$ cat src/hw/rtl/uts_pkg.sv
// uts_pkg: shared types, constants and byte classification for the utf-8 text sanitizer
// no dependencies; compiled before the interfaces and all modules
`default_nettype none

package uts_pkg;

    typedef logic [7:0] byte_t;

    // result entry as it leaves the block
    typedef struct packed {
        byte_t out_byte;
        logic  byte_present;
        logic  out_last;
    } res_t;

    // bytes of an open sequence that wait for their continuation bytes
    localparam int HELD_DEPTH  = 3;
    localparam int HELD_CNT_W  = $clog2(HELD_DEPTH + 1);

    // length code of an open sequence, zero when none is pending
    localparam int SEQ_LEN_W   = 3;
    localparam logic [SEQ_LEN_W-1:0] SEQ_NONE  = 3'd0;
    localparam logic [SEQ_LEN_W-1:0] SEQ_TWO   = 3'd2;
    localparam logic [SEQ_LEN_W-1:0] SEQ_THREE = 3'd3;
    localparam logic [SEQ_LEN_W-1:0] SEQ_FOUR  = 3'd4;

    // one accepted byte releases at most this many results
    localparam int MAX_BURST   = 4;
    localparam int BURST_LEN_W = $clog2(MAX_BURST + 1);

    // result queue
    localparam int FIFO_DEPTH  = 8;
    localparam int PTR_W       = $clog2(FIFO_DEPTH);
    localparam int FILL_W      = PTR_W + 1;

    localparam byte_t CONT_MASK    = 8'hC0;
    localparam byte_t CONT_PATTERN = 8'h80;
    localparam byte_t PRINT_LO     = 8'd32;
    localparam byte_t PRINT_HI     = 8'd126;
    localparam byte_t CHAR_TAB     = 8'd9;
    localparam byte_t CHAR_LF      = 8'd10;
    localparam byte_t CHAR_CR      = 8'd13;
    localparam byte_t LEAD2_LO     = 8'd192;
    localparam byte_t LEAD2_HI     = 8'd223;
    localparam byte_t LEAD3_LO     = 8'd224;
    localparam byte_t LEAD3_HI     = 8'd239;
    localparam byte_t LEAD4_LO     = 8'd240;
    localparam byte_t LEAD4_HI     = 8'd247;

    // printable ascii or one of tab, lf, cr
    function automatic logic is_plain_char(input byte_t b);
        return ((b >= PRINT_LO) && (b <= PRINT_HI)) ||
               (b == CHAR_TAB) || (b == CHAR_LF) || (b == CHAR_CR);
    endfunction

    function automatic logic is_cont_byte(input byte_t b);
        return (b & CONT_MASK) == CONT_PATTERN;
    endfunction

endpackage

`default_nettype wire

$ cat src/hw/rtl/uts_raw_if.sv
// uts_raw_if: valid/ready channel carrying raw text bytes into the sanitizer
// depends on uts_pkg
`default_nettype none

interface uts_raw_if
    import uts_pkg::*;
();
    logic  valid;
    logic  ready;
    byte_t in_byte;
    logic  in_last;

    modport source (output valid, output in_byte, output in_last, input ready);
    modport sink   (input valid, input in_byte, input in_last, output ready);
endinterface

`default_nettype wire

$ cat src/hw/rtl/uts_clean_if.sv
// uts_clean_if: valid/ready channel carrying cleaned text results out of the sanitizer
// depends on uts_pkg
`default_nettype none

interface uts_clean_if
    import uts_pkg::*;
();
    logic  valid;
    logic  ready;
    byte_t out_byte;
    logic  byte_present;
    logic  out_last;

    modport source (output valid, output out_byte, output byte_present, output out_last,
                    input ready);
    modport sink   (input valid, input out_byte, input byte_present, input out_last,
                    output ready);
endinterface

`default_nettype wire

$ cat src/hw/rtl/utf8_text_sanitizer_unit.sv
// utf8_text_sanitizer_unit: streaming utf-8 validating text filter, one byte per transfer
// depends on uts_pkg, uts_raw_if and uts_clean_if
//
// The block takes one raw byte per transfer on raw and delivers the cleaned text on clean.
// Printable ascii, tab, lf and cr pass straight through; a lead byte 0xC0-0xDF, 0xE0-0xEF
// or 0xF0-0xF7 is held with its continuation bytes until the sequence is complete, then
// the whole sequence is released in order. Anything else is dropped, a non-continuation
// byte cancels an open sequence, and an open sequence at in_last is discarded. The final
// result of each text has out_last set; when nothing is left to send for the final byte,
// an empty marker (byte_present low, out_byte zero) carries the flag. Rate: one byte is
// accepted every cycle while raw.ready is high; each result is registered into an 8-entry
// queue and shows on clean once the results ahead of it are taken. The queue drains one result
// per cycle while clean.ready is high; raw.ready is low only while it holds more than 4 results.
`default_nettype none

module utf8_text_sanitizer_unit
    import uts_pkg::*;
(
    input  wire         clk,
    input  wire         rst_n,
    uts_raw_if.sink     raw,
    uts_clean_if.source clean
);

    // open sequence state
    byte_t                  held_reg  [HELD_DEPTH];
    byte_t                  held_next [HELD_DEPTH];
    logic [HELD_CNT_W-1:0]  held_cnt_reg, held_cnt_next;
    logic [SEQ_LEN_W-1:0]   seq_len_reg, seq_len_next;

    // result queue
    res_t                   fifo_reg [FIFO_DEPTH];
    logic [PTR_W-1:0]       wr_ptr_reg, wr_ptr_next;
    logic [PTR_W-1:0]       rd_ptr_reg, rd_ptr_next;
    logic [FILL_W-1:0]      fill_reg, fill_next;

    // results released by the current byte
    res_t                   burst [MAX_BURST];
    logic [BURST_LEN_W-1:0] burst_len;
    logic [BURST_LEN_W-1:0] push_len;

    logic  accept;
    logic  pop;
    logic  pending;
    logic  is_cont;
    logic  complete;
    logic  extend;
    byte_t b;

    assign b       = raw.in_byte;
    assign accept  = raw.valid && raw.ready;
    assign pop     = clean.valid && clean.ready;
    assign pending = (seq_len_reg != SEQ_NONE);
    assign is_cont = is_cont_byte(b);

    // the continuation byte that closes the open sequence
    assign complete = pending && is_cont &&
                      ((SEQ_LEN_W'(held_cnt_reg) + SEQ_LEN_W'(1)) >= seq_len_reg);
    // a continuation byte that still leaves the sequence open
    assign extend   = pending && is_cont && !complete;

    // classify the byte, update the open sequence and build the result burst
    always_comb
    begin
        held_next     = held_reg;
        held_cnt_next = held_cnt_reg;
        seq_len_next  = seq_len_reg;
        burst_len     = '0;
        for (int k = 0; k < MAX_BURST; k++)
        begin
            burst[k] = '0;
        end

        if (complete)
        begin
            // held bytes first (at least the lead byte), then the closing byte
            burst[0].out_byte = held_reg[0];
            burst[1].out_byte = (held_cnt_reg > HELD_CNT_W'(1)) ? held_reg[1] : b;
            burst[2].out_byte = (held_cnt_reg > HELD_CNT_W'(2)) ? held_reg[2] : b;
            burst[3].out_byte = b;
            for (int k = 0; k < MAX_BURST; k++)
            begin
                burst[k].byte_present = 1'b1;
            end
            burst_len     = BURST_LEN_W'(held_cnt_reg) + BURST_LEN_W'(1);
            held_cnt_next = '0;
            seq_len_next  = SEQ_NONE;
        end
        else if (extend)
        begin
            // never full here: an open sequence holds at most three bytes before closing
            held_next[held_cnt_reg] = b;
            held_cnt_next           = held_cnt_reg + HELD_CNT_W'(1);
        end
        else
        begin
            // fresh judgement; any open sequence is dropped
            held_cnt_next = '0;
            seq_len_next  = SEQ_NONE;
            if (!b[7])
            begin
                if (is_plain_char(b))
                begin
                    burst[0].out_byte     = b;
                    burst[0].byte_present = 1'b1;
                    burst_len             = BURST_LEN_W'(1);
                end
            end
            else if ((b >= LEAD2_LO) && (b <= LEAD2_HI))
            begin
                held_next[0]  = b;
                held_cnt_next = HELD_CNT_W'(1);
                seq_len_next  = SEQ_TWO;
            end
            else if ((b >= LEAD3_LO) && (b <= LEAD3_HI))
            begin
                held_next[0]  = b;
                held_cnt_next = HELD_CNT_W'(1);
                seq_len_next  = SEQ_THREE;
            end
            else if ((b >= LEAD4_LO) && (b <= LEAD4_HI))
            begin
                held_next[0]  = b;
                held_cnt_next = HELD_CNT_W'(1);
                seq_len_next  = SEQ_FOUR;
            end
        end

        // end of text: discard any open sequence, flag the final result
        if (raw.in_last)
        begin
            held_cnt_next = '0;
            seq_len_next  = SEQ_NONE;
            if (burst_len == '0)
            begin
                // empty end marker
                burst[0]  = '0;
                burst_len = BURST_LEN_W'(1);
            end
            for (int k = 0; k < MAX_BURST; k++)
            begin
                if (BURST_LEN_W'(k) == (burst_len - BURST_LEN_W'(1)))
                begin
                    burst[k].out_last = 1'b1;
                end
            end
        end
    end

    // queue pointers and fill level
    assign push_len = accept ? burst_len : '0;

    always_comb
    begin
        wr_ptr_next = wr_ptr_reg + PTR_W'(push_len);
        rd_ptr_next = pop ? (rd_ptr_reg + PTR_W'(1)) : rd_ptr_reg;
        fill_next   = fill_reg + FILL_W'(push_len) - FILL_W'(pop);
    end

    // room for a full burst is kept free whenever a byte is taken
    assign raw.ready          = (fill_reg <= FILL_W'(FIFO_DEPTH - MAX_BURST));
    assign clean.valid        = (fill_reg != '0);
    assign clean.out_byte     = fifo_reg[rd_ptr_reg].out_byte;
    assign clean.byte_present = fifo_reg[rd_ptr_reg].byte_present;
    assign clean.out_last     = fifo_reg[rd_ptr_reg].out_last;

    // control state
    always_ff @(posedge clk or negedge rst_n)
    begin
        if (!rst_n)
        begin
            held_cnt_reg <= '0;
            seq_len_reg  <= SEQ_NONE;
            wr_ptr_reg   <= '0;
            rd_ptr_reg   <= '0;
            fill_reg     <= '0;
        end
        else
        begin
            if (accept)
            begin
                held_cnt_reg <= held_cnt_next;
                seq_len_reg  <= seq_len_next;
            end
            wr_ptr_reg <= wr_ptr_next;
            rd_ptr_reg <= rd_ptr_next;
            fill_reg   <= fill_next;
        end
    end

    // payload storage, no reset needed
    always_ff @(posedge clk)
    begin
        if (accept)
        begin
            for (int i = 0; i < HELD_DEPTH; i++)
            begin
                held_reg[i] <= held_next[i];
            end
            for (int k = 0; k < MAX_BURST; k++)
            begin
                if (BURST_LEN_W'(k) < burst_len)
                begin
                    fifo_reg[wr_ptr_reg + PTR_W'(k)] <= burst[k];
                end
            end
        end
    end

endmodule

`default_nettype wire

$ cat src/flat_wrapper.sv
// flat-port wrapper written by rule: the top's interface ports become plain ports
module utf8_text_sanitizer_unit_flat import uts_pkg::*;
  (clk, rst_n, raw_valid, raw_in_byte, raw_in_last, raw_ready, clean_valid, clean_out_byte, clean_byte_present, clean_out_last, clean_ready);
  uts_raw_if raw_i ();
  uts_clean_if clean_i ();
  input  wire clk;
  input  wire rst_n;
  input wire logic [$bits(raw_i.valid)-1:0] raw_valid;
  input wire logic [$bits(raw_i.in_byte)-1:0] raw_in_byte;
  input wire logic [$bits(raw_i.in_last)-1:0] raw_in_last;
  output wire logic [$bits(raw_i.ready)-1:0] raw_ready;
  output wire logic [$bits(clean_i.valid)-1:0] clean_valid;
  output wire logic [$bits(clean_i.out_byte)-1:0] clean_out_byte;
  output wire logic [$bits(clean_i.byte_present)-1:0] clean_byte_present;
  output wire logic [$bits(clean_i.out_last)-1:0] clean_out_last;
  input wire logic [$bits(clean_i.ready)-1:0] clean_ready;
  assign raw_i.valid = raw_valid;
  assign raw_i.in_byte = raw_in_byte;
  assign raw_i.in_last = raw_in_last;
  assign raw_ready = raw_i.ready;
  assign clean_valid = clean_i.valid;
  assign clean_out_byte = clean_i.out_byte;
  assign clean_byte_present = clean_i.byte_present;
  assign clean_out_last = clean_i.out_last;
  assign clean_i.ready = clean_ready;
  utf8_text_sanitizer_unit u_core (.clk(clk), .rst_n(rst_n), .raw(raw_i), .clean(clean_i));
endmodule
$ cat config.mk
export PLATFORM = sky130hd
export DESIGN_NAME = utf8_text_sanitizer_unit_flat
export DESIGN_NICKNAME = d
export VERILOG_FILES = /design/src/hw/rtl/uts_pkg.sv /design/src/hw/rtl/uts_raw_if.sv /design/src/hw/rtl/uts_clean_if.sv /design/src/hw/rtl/utf8_text_sanitizer_unit.sv /design/src/flat_wrapper.sv
export SDC_FILE = /design/constraint.sdc
export NUM_CORES = 1
export LEC_CHECK = 0
export CAP_MARGIN = 20
export CORE_MARGIN = 5
export CORE_UTILIZATION = 45
export CTS_CLUSTER_DIAMETER = 30
export DETAILED_ROUTE_END_ITERATION = 10
export DONT_BUFFER_PORTS = 1
export SLEW_MARGIN = 20
export SYNTH_ARGS = -nofsm -noshare
export SYNTH_HDL_FRONTEND = slang
export SYNTH_SLANG_ARGS = --single-unit
$ cat constraint.sdc
create_clock -name clk -period 3.5 [get_ports clk]
set_input_delay 0.175 -clock clk [delete_from_list [all_inputs] [get_ports clk]]
set_output_delay 0.175 -clock clk [all_outputs]
set_load 0.01 [all_outputs]
==> results of run 1 <==
## worst max path at each step
stage                                       end  slack [ns]
after global routing      u_core.fifo_reg[5][4]       -0.02
after global placement    u_core.fifo_reg[3][3]        0.13
final                     u_core.fifo_reg[3][6]        0.08
after CTS                 u_core.fifo_reg[3][3]        0.09
after floorplan              u_core.fill_reg[3]        0.25
after detailed placement  u_core.fifo_reg[3][3]        0.11
## kinds of logic after synthesis
kind of cell,after synthesis,synth area share
buffers and inverters,88,0.0509
AO/OA/AOI/OAI,221,0.176
flip-flops,119,0.420
adder cells (fa/ha/maj),20,0.0318
XOR/XNOR,11,0.0125
multiplexers,76,0.124
AND/OR/NAND/NOR,294,0.185
## cell type report
type,count,share of cell area
Clock buffer,17,0.0446
Inverter,25,0.00985
Timing Repair Buffer,67,0.0559
Sequential cell,119,0.367
Tap cell,229,0.0301
Clock inverter,15,0.0231
Multi-Input combinational cell,622,0.469
## what timing repair did
action,in CTS,in global routing
hold buffers,12,0
setup endpoints to repair,0,16
endpoints found under the hold margin,41,0
resized for setup,0,5
setup buffers,0,2
## metal layers
metal	share of wire	vias up	wire (um)
met2	0.45	366	12800
li1	-	3229	-
met3	0.073	39	2090
met4	0.013	0	358
met1	0.47	3523	13400
met5	0	-	0
## critical path, stage by stage, from the launching register on
cell and delay, ns:
dfrtp_1 0.46, inv_1 0.12, ha_1 0.33, ha_1 0.30
nand2_1 0.11, o21ai_4 0.14, buf_4 0.34, buf_4 0.33
nand3_1 0.18, a21oi_4 0.34, a21oi_1 0.11, a21oi_1 0.38
## Yosys cell counts, types with 5 or more instances
library cell / number
edfxtp_1: 104
nor2_1: 100
nand2_1: 60
a21oi_1: 58
mux2i_1: 37
a31oi_1: 33
o21ai_0: 33
nand3_1: 29
clkbuf_1: 26
buf_2: 25
inv_1: 25
a211oi_1: 20
mux4_2: 20
mux2_2: 19
nand4_1: 19
ha_1: 18
nor3_1: 18
dfrtp_1: 15
and3_1: 13
a311oi_1: 12
a21oi_2: 9
nor2b_1: 9
o211ai_1: 9
xnor2_1: 7
buf_1: 6
nor2_2: 6
a211oi_2: 5
o21a_1: 5
o22ai_1: 5
## stage by stage
step	power (W)	instance area [sq um]	TNS, ns	std cells
2_1_floorplan	0.00343	8340	0	829
3_3_place_gp	0.00398	8710	0	1048
3_5_place_dp	0.00400	8710	0	1048
4_1_cts	0.00597	9480	0	1092
5_1_grt	0.00627	9530	-0.0265	1094
6_report	0.00598	9530	0	1094
## report_power, final
group / switching, W / internal (W) / leakage [nW] / total [W]
Combinational: 0.00134 / 0.000812 / 1.90 / 0.00215
Sequential: 0.000175 / 0.00170 / 1.13 / 0.00188
Clock: 0.000740 / 0.00121 / 0.317 / 0.00195
## layout by cell type (no fill, tap or decap), types with 13 or more instances in the layout
master / count
edfxtp_1: 104
and3_1: 13
ha_1: 18
nand2_1: 60
nor3_1: 18
nor2_1: 99
a21oi_1: 58
inv_1: 25
buf_4: 55
a31oi_1: 33
o21ai_0: 33
nand3_1: 29
clkbuf_16: 17
nand4_1: 19
mux4_2: 20
mux2i_1: 37
mux2_2: 19
dfrtp_1: 15
a211oi_1: 20
==> impl_results.md, run 1 <==
* Status: finished, final reports clean
* Cell Area, Synth at 8340 sq um
* Antenna violations before repair at 0
* Max Cap Viol at 0
* Worst hold endpoint: u_core.held_reg[23]
* Post-layout min period at about 3.4 ns
* Area contributors post-synth: edfxtp_1, mux4_2, dfrtp_1, nor2_1, mux2i_1
* Starting DRT DRC Count at roughly 1100
* Layout cells sized above 1 at 0.200
* Global-route wire length before repair at between 40 and 50 mm
* GP Congestion at approximately 0.98
* Latest clock arrival within the worst-skew pair at ~0.44 ns
* WL per Instance at 26.1 um
* Longest Clk Path Bufs at 2
* Pwr/cell area at ~630 nW/um^2
* # IOs at 25
* Synth warn at 0
* Via count at between 7000 and 8000
* Post-synthesis sequential area ratio at 0.420
* CORE AREA at roughly 18000 sq um
* Endpoints failing setup at 0
* Met2 Use GR at 0.405
* Multi-input gate area at 4470 sq um
* Row cnt at between 40 and 50
* GR Overflow Total at 0
* Die area at roughly 21000 sq um
* Setup CP Type: flip-flop to flip-flop
* Hold path start: raw_in_byte[7]
* Die Height at ~150 um
* GRT Util Overall at 0.270
* DRC violations left at 0
* Number of diodes at 0
* Synth Net Count at around 860
* Die Wd at roughly 150 um
* Critical Path Source Type: flip-flop
* Nature of the critical path endpoint: flip-flop
* Synth Flop Type: edfxtp_1
* Worst r2r dst: u_core.fifo_reg[3][6]
* CTS Buf Count at 17
* Worst Tran Pin Value at 1.10 ns
* CTS tree: built
* Reg2reg setup slack at between 0.08 and 0.09 ns
* H-tree Lvls at 4
* Hold path cells at 2
* R2r startpoint: u_core.held_cnt_reg[0]
* Max reg flops at 80
* Distinct cells, synth at 71
* Vias per cell at ~6.5
* Register Area at around 3500 sq um
* Pin count of the biggest net entering global routing at 42
* Tcrit/Tclk final at 0.977
* Port bufs at 0
* Static leakage at 3.35 nW
* Pre-Repair DR Iteration Count at 5
* Worst hold slack at around 0.031 ns
* Vias in the first global route at a little under 7000
* # clock sinks at ~120
* Fillers at between 1500 and 2000
* Top Usage Layer GRT: met1
* Gate Count Post-Synth at 829
* Worst vdd ir at approximately 0.40 mV
* Worst min-delay path class: input pin to flip-flop
* Crit path max fanout at 34
* CP arrival at about 3.6 ns
* Total wire length at between 20 and 30 mm
* Post-route core utilization at 0.527
* Area grow syn2layout at 14.3%
* Worst slew margin at 0.265
* GRT met1 Usage at 0.413
* Async SR Flop Fraction at 0.126
* Crit path from: u_core.held_cnt_reg[0]
* Number of flops mapped to enable cells by yosys at approximately 100
* Routed Antenna Nets at 0
* Register bit total from synthesis at 119
* Initial Util at 0.461
* Worst Path Required at ~3.7 ns
* Nets at 885
* Unrepaired setup endpoints after global routing: true
* CTS clk-pin slew, worst paths at 0.07 ns
* DP Worst Slack at about 0.11 ns
* Synth top area share at 0.375
* GR met3 Demand/Resource at 0.0409
* Endpoints failing hold at 0
* Hpwl dp at approximately 21 mm
* Fmax at 293 MHz
* Syn avg cell area at 10.1 sq um
* Clock skew at 0.0153 ns
* CTS root buffer: clkbuf_16
* Worst r2r path cells at 11
* Yosys top cell by area: edfxtp_1
* Worst Slack Setup Final at 0.0819 ns
* Final max-slew violation count at 0
(Power assumes the default switching activity.)
==> inputs of run 2 (changes only) <==
--- a/config.mk
+++ b/config.mk
@@ -7,10 +7,11 @@
 export LEC_CHECK = 0
 export CAP_MARGIN = 20
 export CORE_MARGIN = 5
-export CORE_UTILIZATION = 45
+export CORE_UTILIZATION = 55
 export CTS_CLUSTER_DIAMETER = 30
 export DETAILED_ROUTE_END_ITERATION = 10
 export DONT_BUFFER_PORTS = 1
+export PLACE_DENSITY = 0.7
 export SLEW_MARGIN = 20
 export SYNTH_ARGS = -nofsm -noshare
 export SYNTH_HDL_FRONTEND = slang
==> impl_results.md, run 2 (synthesis gave the netlist of run 1 again) <==
* Status: finished, final reports clean
* Initial Util at 0.555 (+0.0936)
* Worst Tran Pin Value at 0.985 ns (-0.112 ns)
* Total Neg Setup Slack at 0 ns (unchanged)
* H-tree Lvls at 4 (unchanged)
* Worst min-delay path class: input pin to flip-flop
* Multi-input gate area at 4440 sq um (-0.62%)
* Critical Path Source Type: flip-flop
* CTS tree: built
* Die area at 17700 sq um (-17%)
* Worst hold slack at 0.0142 ns (-0.0172 ns)
* Die Height at 133 um (-8.9%)
* Routed Antenna Nets at 0 (unchanged)
* Endpoints failing hold at 0 (unchanged)
* Register Area at 3500 sq um (unchanged)
* Fmax at 308 MHz (+5.4%)
* Setup CP Type: flip-flop to flip-flop
* Most common cell after layout, fill and taps aside: edfxtp_1
* CTS root buffer: clkbuf_16
* CORE AREA at 15000 sq um (-17%)
* Nets at 878 (-0.79%)
* CTS clk-pin slew, worst paths at 0.06 ns (about the same)
* Nature of the critical path endpoint: flip-flop
* Final max-slew violation count at 0 (unchanged)
* Hpwl dp at 20.5 mm (-3.8%)
* # IOs at 25 (unchanged)
* Number of diodes at 0 (unchanged)
* Antenna violations before repair at 1 (+1)
* # resized after CTS at 0 (unchanged)
* GP Congestion at 0.994 (+1.0%)
* Clock skew at 0.00917 ns (-0.00615 ns)
* Max reg flops at 80 (unchanged)
* CP arrival at 3.30 ns (-0.31 ns)
* GR Overflow Total at 0 (unchanged)
* Post-layout min period at 3.24 ns (-0.174 ns)
* Layout cells sized above 1 at 0.190 (-0.00980)
* Die Wd at 133 um (-8.9%)
* Crit path max fanout at 7 (-79%)
* Total wire length at 27.4 mm (-4.0%)
* Port bufs at 0 (unchanged)
* DRC violations left at 0 (unchanged)
* Static leakage at 3.28 nW (-2.1%)
* Pre-Repair DR Iteration Count at 6 (+1)
* Unrepaired setup endpoints after global routing: false
* Tot Pwr at 0.00582 W (-2.7%)
* Vias in the first global route at 6743 (-2.7%)
* Endpoints failing setup at 0 (unchanged)
* GRT Util Overall at 0.314 (+0.0438)
* Tcrit/Tclk final at 0.927 (-0.0496)
* Longest Clk Path Bufs at 2 (unchanged)
* Fillers at 1210 (-23%)
* Most frequent cells in the layout: edfxtp_1, nor2_1, nand2_1
* Area grow syn2layout at 12.1%
* Post-CTS setup buffers at 0 (unchanged)
* Max Cap Viol at 0 (unchanged)
* Row cnt at 45 (-8.2%)
* Vias per cell at 6.87 (+5.0%)
* Global-route wire length before repair at 41.9 mm (-4.9%)
* Worst slew margin at 0.340 (+0.0749)
* Worst Path Required at 3.56 ns (-0.13 ns)
* Pwr/cell area at 623 nW/um^2 (-0.75%)
* Via count at 7177 (+0.28%)
* WL per Instance at 26.3 um (+0.47%)
* Pin count of the biggest net entering global routing at 59 (+40%)
* Latest clock arrival within the worst-skew pair at 0.43 ns (about the same)
* # clock sinks at 119 (unchanged)
* Starting DRT DRC Count at 1031 (-7.4%)
* Worst vdd ir at 0.614 mV (+54%)
* CTS Buf Count at 17 (unchanged)
-- run 2: cell types whose count changed in the layout (fill, tap and decap cells not counted), moves of 2 or more --
cell           change
clkinv_4           -4
nor2_4             -2
buf_4              -6
dlygate4sd3_1      -2
a21oi_4            -2
inv_8              -3
a21oi_2            +2
clkinvlp_4         +3
clkinv_1           +2
-- run 2: metrics by stage --
stage | util | area, sq um | instances | worst slack (ns)
CTS | 0.621 | 9340 | 1045 | 0.157
detailed placement | 0.575 | 8650 | 1004 | 0.173
global route | 0.622 | 9350 | 1045 | 0.0541
finish | 0.622 | 9350 | 1045 | 0.255
floorplan | - | 8340 | 829 | 0.251
global placement | 0.575 | 8650 | 1004 | 0.331
-- run 2: cell type report --
class,instances,share of cell area
repair buffers,60,0.0522
clock inverters,13,0.0167
multi-input cells,622,0.476
flip-flops and latches,119,0.374
clock buffers,18,0.0459
well taps,188,0.0252
inverters,25,0.0100
-- run 2: routing by layer --
layer,vias to the layer above,wire [um],part of all wire,global-route usage
li1,3202,-,-,-
met1,3463,11700,0.42,0.459
met2,432,12300,0.45,0.465
met3,78,2810,0.10,0.0725
met4,2,705,0.026,0.100
met5,-,15,0.00055,0
-- run 2: worst max-delay path, cell delays in order, from the launching register on --
cell	delay (ns)
dfrtp_1	0.44
inv_1	0.12
ha_1	0.33
ha_1	0.18
a21oi_1	0.30
o21a_1	0.40
nand2_1	0.21
a21oi_1	0.30
nor2b_1	0.59
-- run 2: power breakdown --
| group | total [W] | internal (W) | leakage, nW | switching, W |
|---|---|---|---|---|
| Sequential | 0.00185 | 0.00171 | 1.13 | 0.000147 |
| Clock | 0.00176 | 0.00111 | 0.277 | 0.000651 |
| Combinational | 0.00221 | 0.000843 | 1.87 | 0.00136 |
-- run 2: timing repair --
| item | CTS | global route |
|---|---|---|
| hold endpoints to repair | 40 | 0 |
| hold buffers | 10 | 0 |
| setup endpoints to repair | 0 | 0 |
-- run 2: path summary, 6_finish.rpt --
check                      cells past startpoint  slack, ns                     to                    from
setup / recovery                               8       0.26    u_core.held_reg[19]  u_core.held_cnt_reg[0]
hold / removal                                 2       0.01   u_core.rd_ptr_reg[0]             clean_ready
setup reg to reg                               8       0.26    u_core.held_reg[19]  u_core.held_cnt_reg[0]
hold reg to reg                                1       0.53  u_core.seq_len_reg[1]   u_core.seq_len_reg[1]
max in group asynchronous                      1       2.69   u_core.rd_ptr_reg[2]                   rst_n
min in group asynchronous                      1       0.29   u_core.wr_ptr_reg[1]                   rst_n
==> inputs of run 3 (changes only) <==
--- a/config.mk
+++ b/config.mk
@@ -6,7 +6,6 @@
 export NUM_CORES = 1
 export LEC_CHECK = 0
 export CAP_MARGIN = 20
-export CORE_MARGIN = 5
 export CORE_UTILIZATION = 55
 export CTS_CLUSTER_DIAMETER = 30
 export DETAILED_ROUTE_END_ITERATION = 10
==> impl_results.md, run 3 (synthesis gave the netlist of run 1 again) <==
* Status: finished, final reports clean
* Global-route wire length before repair at 41.5 mm (-1.0%)
* Max reg flops at 80 (unchanged)
* WL per Instance at 25.9 um (-1.2%)
* Die Wd at 125 um (-6.0%)
* CTS clk-pin slew, worst paths at 0.07 ns (about the same)
* Unrepaired setup endpoints after global routing: false
* Vias per cell at 6.89 (+0.30%)
* Longest Clk Path Bufs at 2 (unchanged)
* CTS root buffer: clkbuf_16
* Pwr/cell area at 629 nW/um^2 (+1.0%)
* Vias in the first global route at 6791 (+0.71%)
* Worst Slack Setup Final at 0.189 ns (-0.0661 ns)
* # IOs at 25 (unchanged)
* Tcrit/Tclk final at 0.946 (+0.0189)
* CP arrival at 3.50 ns (+0.20 ns)
* Crit path max fanout at 58 (+51)
* Worst slew margin at 0.410 (+0.0704)
* Fmax at 302 MHz (-2.0%)
* Static leakage at 3.30 nW (+0.51%)
* CTS tree: built
* Endpoints failing hold at 0 (unchanged)
* CORE AREA at 14600 sq um (-2.6%)
* Total wire length at 27.0 mm (-1.4%)
* Endpoints failing setup at 0 (unchanged)
* CTS Buf Count at 17 (unchanged)
* Initial Util at 0.569 (+0.0147)
* Nature of the critical path endpoint: flip-flop
* Clock skew at 0.0154 ns (+0.00624 ns)
* Row cnt at 44 (-2.2%)
* Hold-fix buffers, CTS at 11 (+1)
* Layout cells sized above 1 at 0.192 (+0.00189)
* Die Height at 125 um (-6.0%)
* Latest clock arrival within the worst-skew pair at 0.42 ns (about the same)
* # resized after CTS at 0 (unchanged)
* GRT Util Overall at 0.356 (+0.0425)
* # clock sinks at 119 (unchanged)
* Pre-Repair DR Iteration Count at 8 (+2)
* Starting DRT DRC Count at 1066 (+3.4%)
* Worst r2r path cells at 12 (+4)
* Crit path from: u_core.held_cnt_reg[0]
* Reg2reg setup slack at 0.19 ns (-0.07 ns)
* Number of diodes at 0 (unchanged)
* Fillers at 1133 (-6.4%)
* Routed Antenna Nets at 0 (unchanged)
* Worst Tran Pin Value at 0.880 ns (-0.105 ns)
* Die area at 15700 sq um (-12%)
* Post-CTS setup buffers at 0 (unchanged)
* Worst min-delay path class: input pin to flip-flop
* Worst Path Required at 3.69 ns (+0.13 ns)
* Port bufs at 0 (unchanged)
* Area grow syn2layout at 12.5%
* R2r startpoint: u_core.held_cnt_reg[0]
* Pin count of the biggest net entering global routing at 59 (unchanged)
* Hpwl dp at 19.9 mm (-3.2%)
* GR Overflow Total at 0 (unchanged)
* Setup CP Type: flip-flop to flip-flop
* Critical Path Source Type: flip-flop
* Max Cap Viol at 0 (unchanged)
* Worst vdd ir at 1.04 mV (+70%)
* Worst r2r dst: u_core.fifo_reg[1][9]
* DRC violations left at 0 (unchanged)
* Antenna violations before repair at 1 (unchanged)
* DP Worst Slack at 0.298 ns (+0.125 ns)
* Tot Pwr at 0.00590 W (+1.3%)
* Crit path to: u_core.fifo_reg[1][9]
* Final max-slew violation count at 0 (unchanged)
* Most frequent cells in the layout: edfxtp_1, nor2_1, nand2_1
* Most common cell after layout, fill and taps aside: edfxtp_1
* Via count at 7185 (+0.11%)
* GP Congestion at 1.04 (+4.5%)
* Total Neg Setup Slack at 0 ns (unchanged)
* H-tree Lvls at 4 (unchanged)
* Nets at 879 (+0.11%)
* Post-layout min period at 3.31 ns (+0.0661 ns)
==> run 3: routing by layer <==
layer	GRT usage	routed length, um
met5	0	9
met4	0.137	699
met3	0.0642	2630
met2	0.529	12000
met1	0.519	11700
==> run 3: worst min-delay path by stage <==
stage / startpoint / endpoint / slack (ns) / depth (start not counted)
global placement: rst_n / u_core.fill_reg[2] / -0.12 / 0
finish: clean_ready / u_core.rd_ptr_reg[0] / 0.005 / 2
CTS: clean_ready / u_core.rd_ptr_reg[0] / 0.007 / 2
global route: clean_ready / u_core.rd_ptr_reg[0] / 0.02 / 2
floorplan: rst_n / u_core.fill_reg[0] / -0.12 / 0
detailed placement: rst_n / u_core.fill_reg[1] / -0.12 / 0
==> run 3: cell type report <==
class / count / area (sq um) / area share
repair buffers: 61 / 510 / 0.0545
multi-input cells: 622 / 4430 / 0.472
inverters: 25 / 93.8 / 0.0100
flip-flops and latches: 119 / 3500 / 0.373
well taps: 184 / 230 / 0.0246
clock buffers: 17 / 425 / 0.0454
clock inverters: 15 / 191 / 0.0204
==> run 3: power breakdown <==
part / leakage (nW) / switching (W) / internal, W / total [W]
clock: 0.297 / 0.000714 / 0.00114 / 0.00185
combinational: 1.87 / 0.00132 / 0.000837 / 0.00216
sequential: 1.13 / 0.000181 / 0.00170 / 0.00189
==> run 3: per-stage QoR <==
stage               hold WS [ns]  area [sq um]   util  instances
global route              0.0249          9380  0.640       1043
global placement          -0.120          8650  0.591       1000
detailed placement        -0.120          8650  0.591       1000
finish                   0.00530          9380  0.640       1043
floorplan                 -0.121          8340      -        829
CTS                      0.00703          9380  0.640       1043
==> run 3: worst max-delay path, cell delays in order, from the launching register on <==
cell	delay, ns
dfrtp_1	0.46
inv_1	0.12
ha_1	0.33
ha_1	0.28
nand2_1	0.09
o21ai_4	0.18
buf_12	0.27
nand3_1	0.14
buf_4	0.20
nor4_2	0.32
buf_4	0.22
a21oi_1	0.07
a21oi_1	0.35
